**src/hdl/prim_mst_pkg.sv**
```systemverilog
`timescale 1ns / 1ps
// Shared types, codes and defaults for the minimum spanning tree weight unit.
// Used by the tree cells and the top level; depends on nothing.
package prim_mst_pkg;

    localparam int MAX_VERTICES_DEF = 64;
    localparam int WEIGHT_BITS_DEF  = 16;
    localparam int IN_WEIGHT_W      = 16;
    localparam int VCOUNT_W         = 7;
    localparam int TOTAL_W          = 22;
    localparam logic [TOTAL_W-1:0] TOTAL_MAX = {TOTAL_W{1'b1}};

    localparam logic [1:0] ACT_BEGIN   = 2'd0;
    localparam logic [1:0] ACT_EDGE    = 2'd1;
    localparam logic [1:0] ACT_COMPUTE = 2'd2;

    typedef struct packed {
        logic [1:0]             action;
        logic [VCOUNT_W-1:0]    vertex_count;
        logic [VCOUNT_W-1:0]    edge_u;
        logic [VCOUNT_W-1:0]    edge_v;
        logic [IN_WEIGHT_W-1:0] edge_weight;
    } t_in_word;

    typedef struct packed {
        logic [TOTAL_W-1:0] total_weight;
        logic               connected;
    } t_out_word;

    typedef enum logic [3:0] {
        ST_CLEAR,
        ST_IDLE,
        ST_EDGE_RD,
        ST_EDGE_CMP,
        ST_EDGE_WR,
        ST_SCAN,
        ST_SCAN_END,
        ST_SEED_A,
        ST_SEED_B,
        ST_WAVE,
        ST_DONE
    } t_state;

    typedef struct packed {
        logic clear;
        logic mark;
    } t_cell_cmd;

    typedef struct packed {
        logic active;
        logic valid;
    } t_tok;

endpackage

```
**src/hdl/prim_mst_cell.sv**
```systemverilog
`timescale 1ns / 1ps
// One vertex cell: tree membership and best connecting weight of one vertex.
// Relaxes its weight from the broadcast row entry and passes the running minimum on.
module prim_mst_cell #(
    parameter int VW    = 6,
    parameter int WB    = 16,
    parameter int INDEX = 0
) (
    input  logic                   i_clk,
    input  logic                   i_rst_n,
    input  prim_mst_pkg::t_cell_cmd i_cmd,
    input  logic [VW-1:0]          i_mark_idx,
    input  logic                   i_ent_valid,
    input  logic [WB-1:0]          i_ent_w,
    input  prim_mst_pkg::t_tok     i_tok,
    input  logic [WB-1:0]          i_tok_w,
    input  logic [VW-1:0]          i_tok_idx,
    output prim_mst_pkg::t_tok     o_tok,
    output logic [WB-1:0]          o_tok_w,
    output logic [VW-1:0]          o_tok_idx
);

    logic               r_in;
    logic               r_bv;
    logic [WB-1:0]      r_bw;
    prim_mst_pkg::t_tok r_tok;
    logic [WB-1:0]      r_tw;
    logic [VW-1:0]      r_ti;

    logic          relax;
    logic          nb_v;
    logic [WB-1:0] nb_w;
    logic          cand;

    always_comb begin
        relax = i_ent_valid && !r_in && (!r_bv || (i_ent_w < r_bw));
        nb_v  = r_bv || relax;
        nb_w  = relax ? i_ent_w : r_bw;
        cand  = !r_in && nb_v && (!i_tok.valid || (nb_w < i_tok_w));
    end

    always_ff @(posedge i_clk) begin
        if (!i_rst_n) begin
            r_in  <= 1'b0;
            r_bv  <= 1'b0;
            r_tok <= '0;
        end else begin
            if (i_cmd.clear) begin
                r_in <= 1'b0;
                r_bv <= 1'b0;
            end else if (i_cmd.mark && (i_mark_idx == VW'(INDEX))) begin
                r_in <= 1'b1;
                r_bv <= 1'b0;
            end else if (i_tok.active) begin
                r_bv <= nb_v;
            end
            r_tok.active <= i_tok.active;
            r_tok.valid  <= i_tok.active && (cand || i_tok.valid);
        end
    end

    always_ff @(posedge i_clk) begin
        if (i_tok.active) begin
            r_bw <= nb_w;
            r_tw <= cand ? nb_w : i_tok_w;
            r_ti <= cand ? VW'(INDEX) : i_tok_idx;
        end
    end

    assign o_tok     = r_tok;
    assign o_tok_w   = r_tw;
    assign o_tok_idx = r_ti;

endmodule

```
**config.mk**
```make
export PLATFORM = sky130hd
export DESIGN_NAME = prim_mst_cell
export DESIGN_NICKNAME = d
export VERILOG_FILES = /design/src/hdl/prim_mst_pkg.sv /design/src/hdl/prim_mst_cell.sv
export SDC_FILE = /design/constraint.sdc
export NUM_CORES = 1
export LEC_CHECK = 0
export ABC_AREA = 1
export BUFFER_PORTS_ARGS = -buffer_cell sky130_fd_sc_hd__buf_4
export CORE_UTILIZATION = 47
export CTS_CLUSTER_DIAMETER = 30
export DETAILED_ROUTE_END_ITERATION = 8
export PLACE_DENSITY_LB_ADDON = 0.3
export SYNTH_ARGS = -nofsm -noshare
export SYNTH_HDL_FRONTEND = slang
export SYNTH_SLANG_ARGS = --single-unit
```
**constraint.sdc**
```tcl
create_clock -name i_clk -period 3.2 [get_ports i_clk]
set_input_delay 0.32 -clock i_clk [delete_from_list [all_inputs] [get_ports i_clk]]
set_output_delay 0.32 -clock i_clk [all_outputs]
set_load 0.05 [all_outputs]
```
==> metrics.cfg <==
[synthesis]
synth_fp_nets = 366
yosysSeqAreaShare = 0.479
syn_inst = 285
synth-seq-cells = 42
synth_area_um2 = 2550
synthDistinctLibCells = 23
avgSynthCellArea_um2 = 8.94
yosys_warnings = 0

[global_routing]
use_met3 = 0.0423
antenna_found_initial = 0
grt.total_usage = 0.220
met2_usage = 0.391
grt_max_degree = 41
grt_pass1_vias = 2154
grt_pass1_wl_um = 9220
grt_overflow = 0
use_met1 = 0.259
busiest_layer = met2

[detailed_routing]
wl_per_cell_um = 17.7
ant_nets = 0
dr.pass1.iters = 4
first_iter_violations = 138
totalWireLength_um = 8310
avgViaCountPerCell = 5.45
drc = 0
vias = 2555

[floorplanning]
die_x_um = 75.6
die_h_um = 75.6
pin_count = 75
rows = 26
start_util = 0.493
core_um2 = 5170
die_area_um2 = 5720

[timing]
worst_clock_skew_ns = 0.0100
min_period_ns = 3.67
rsz0062_at_grt = yes
setup_ws_ns = -0.467
setup_violations = 22
relSlewSlack = 0.650
period_share = 1.15
hold_viol = 0
finalSetupTns_ns = -8.20
max_freq_ghz = 0.273
slew_violations = 0
worst_slew_pin_slew_ns = 0.525

[clocking]
insertion_delay_ns = 0.31
htreeDepth = 2
ctsRootBufferMaster = clkbuf_8
path_clk_slew_ns = 0.08
cts_inserted_buffers = 5
clock-sinks = 42
cts_tree = yes
cts_max_path_buffers = 2
ctsHoldBuffers = 0

[power]
leakage_nw = 1.94
finalPower_mw = 1.86
ir_drop_mv = 0.285
power_density_nw_per_um2 = 448

[place]
preCtsSetupSlack_ns = -0.245
io_buffers = 74
dp_hpwl_um = 4250
place_area_um2 = 3360
gp_congestion = 0.853

[worst_hold_path]
min_from = i_cmd[1]
hold_path_class = input port to flip-flop
min_to = r_in
whs_path_depth = 2

[job]
max_cap_violations = 0

[critical_path]
worst-r2r-cell-count = 23
critPathLaunch = r_bw[13]
startpoint_type = flip-flop
ff2ff_setup_slack_ns = -0.47
r2r_end = o_tok_w[11]
r2r-start = r_bw[13]
cp.arrival_ns = 3.72
path_class = flip-flop to flip-flop
cp.required_ns = 3.25
crit_path_end_kind = flip-flop
cp_max_fo = 8

[status]
status = finished with violations
violations = setup timing

[finish]
final_cell_area_um2 = 4150
diodes = 0
area_growth_pct = 62.9
n_fill_cell = 273
fin_nets = 479
drive_above_1_share = 0.489

[kinds of logic (layout without fill, tap and decap cells)]
family	after synthesis	in the layout	share of synthesized area
adders and majority gates	30	30	0.147
buffers and inverters	51	164	0.0810
AOI/OAI and AO/OA	39	39	0.0869
DFF	42	42	0.479
and+or+nand+nor	123	124	0.205
[worst max-delay path: stages, from the launching register on]
cell and delay (ns):
edfxtp_1 0.39, inv_2 0.09, ha_1 0.26, a21oi_1 0.19
o21ai_0 0.16, a21oi_2 0.14, nand2_1 0.09, nand2_2 0.10
nand2_4 0.11, clkbuf_16 0.20, buf_12 0.15, nor2_2 0.09
a21oi_2 0.06, ha_2 0.19, a21oi_2 0.16, nor2_1 0.07
a211oi_2 0.20, nand2_1 0.11, nand2_1 0.09, nand2_2 0.08
nand2_8 0.14, nand2_4 0.13, nand2_1 0.13, nand2_1 0.08
[area by class of cell]
class,count,area (um^2),share of cell area
multi-input cells,193,1570,0.378
flip-flops and latches,42,1220,0.294
repair buffers,113,967,0.233
inverters,43,161,0.0389
well taps,70,87.6,0.0211
clock buffers,6,82.6,0.0199
clock inverters,2,60.1,0.0145
[report_power, final]
part           switching [mW]  total (mW)  internal (mW)
Combinational           0.380       0.655          0.275
Sequential             0.0150       0.670          0.655
Clock                   0.199       0.532          0.333
Total                   0.594        1.86           1.26
[state kept, by name, indices dropped and copies added (netlist names)]
signal	flops
o_tok_w	16
r_bw	16
o_tok_idx	6
o_tok	2
r_bv	1
r_in	1
[through the flow]
stage                util  cells  hold slack (ns)
global route        0.802    469            0.172
detailed placement  0.650    446            0.499
CTS                 0.688    454            0.178
finish              0.802    469            0.176
global placement    0.650    446            0.498
floorplan               -    285            0.398
[cells in the final DEF, fill, tap and decap left out, drive strengths merged]
cell / count
clkbuf: 10
buf: 109
nand4: 1
a2111oi: 2
a211oi: 1
edfxtp: 38
bufinv: 2
dfxtp: 4
nand3b: 1
nor4: 1
inv: 43
a21oi: 27
a21boi: 6
nand3: 21
nor3: 3
o21ai: 2
nor2: 26
ha: 30
nand2: 71
a31oi: 1
[worst max-delay path by stage]
| stage | to | slack, ns | cells past startpoint |
|---|---|---|---|
| final | o_tok_w[11] | -0.47 | 23 |
| after global routing | o_tok_w[11] | -0.57 | 23 |
| after CTS | o_tok_idx[1] | -0.04 | 25 |
| after detailed placement | o_tok_w[7] | -0.25 | 21 |
| after global placement | o_tok_w[12] | -0.21 | 21 |
| after floorplan | o_tok_w[10] | 0.01 | 24 |
[Yosys cell counts]
cell type	n	share of area
a2111oi_0	2	0.0069
a211oi_1	1	0.0029
a21boi_0	6	0.018
a21oi_1	27	0.053
a31oi_1	1	0.0025
buf_4	2	0.0059
buf_6	1	0.0044
clkbuf_1	5	0.0074
dfxtp_1	4	0.031
edfxtp_1	38	0.45
ha_1	30	0.15
inv_1	43	0.063
nand2_1	67	0.099
nand2_2	1	0.0025
nand2_4	2	0.0088
nand3_1	21	0.041
nand3b_1	1	0.0029
nand4_1	1	0.0025
nor2_1	26	0.038
nor3_1	2	0.0039
nor3_2	1	0.0039
nor4_1	1	0.0025
o21ai_0	2	0.0039
[metal layers]
metal	share of wire	vias up	wire [um]
li1	-	1183	-
met1	0.37	1194	3030
met2	0.52	142	4340
met3	0.068	36	569
met4	0.045	0	371
met5	0	-	0
[repair_timing]
action,4_1_cts,5_1_grt
endpoints found under the setup margin,22,22
pin swaps,0,27
cloned,0,7
gates resized for setup,12,87
setup buffers,0,8
(Power assumes the default switching activity.)
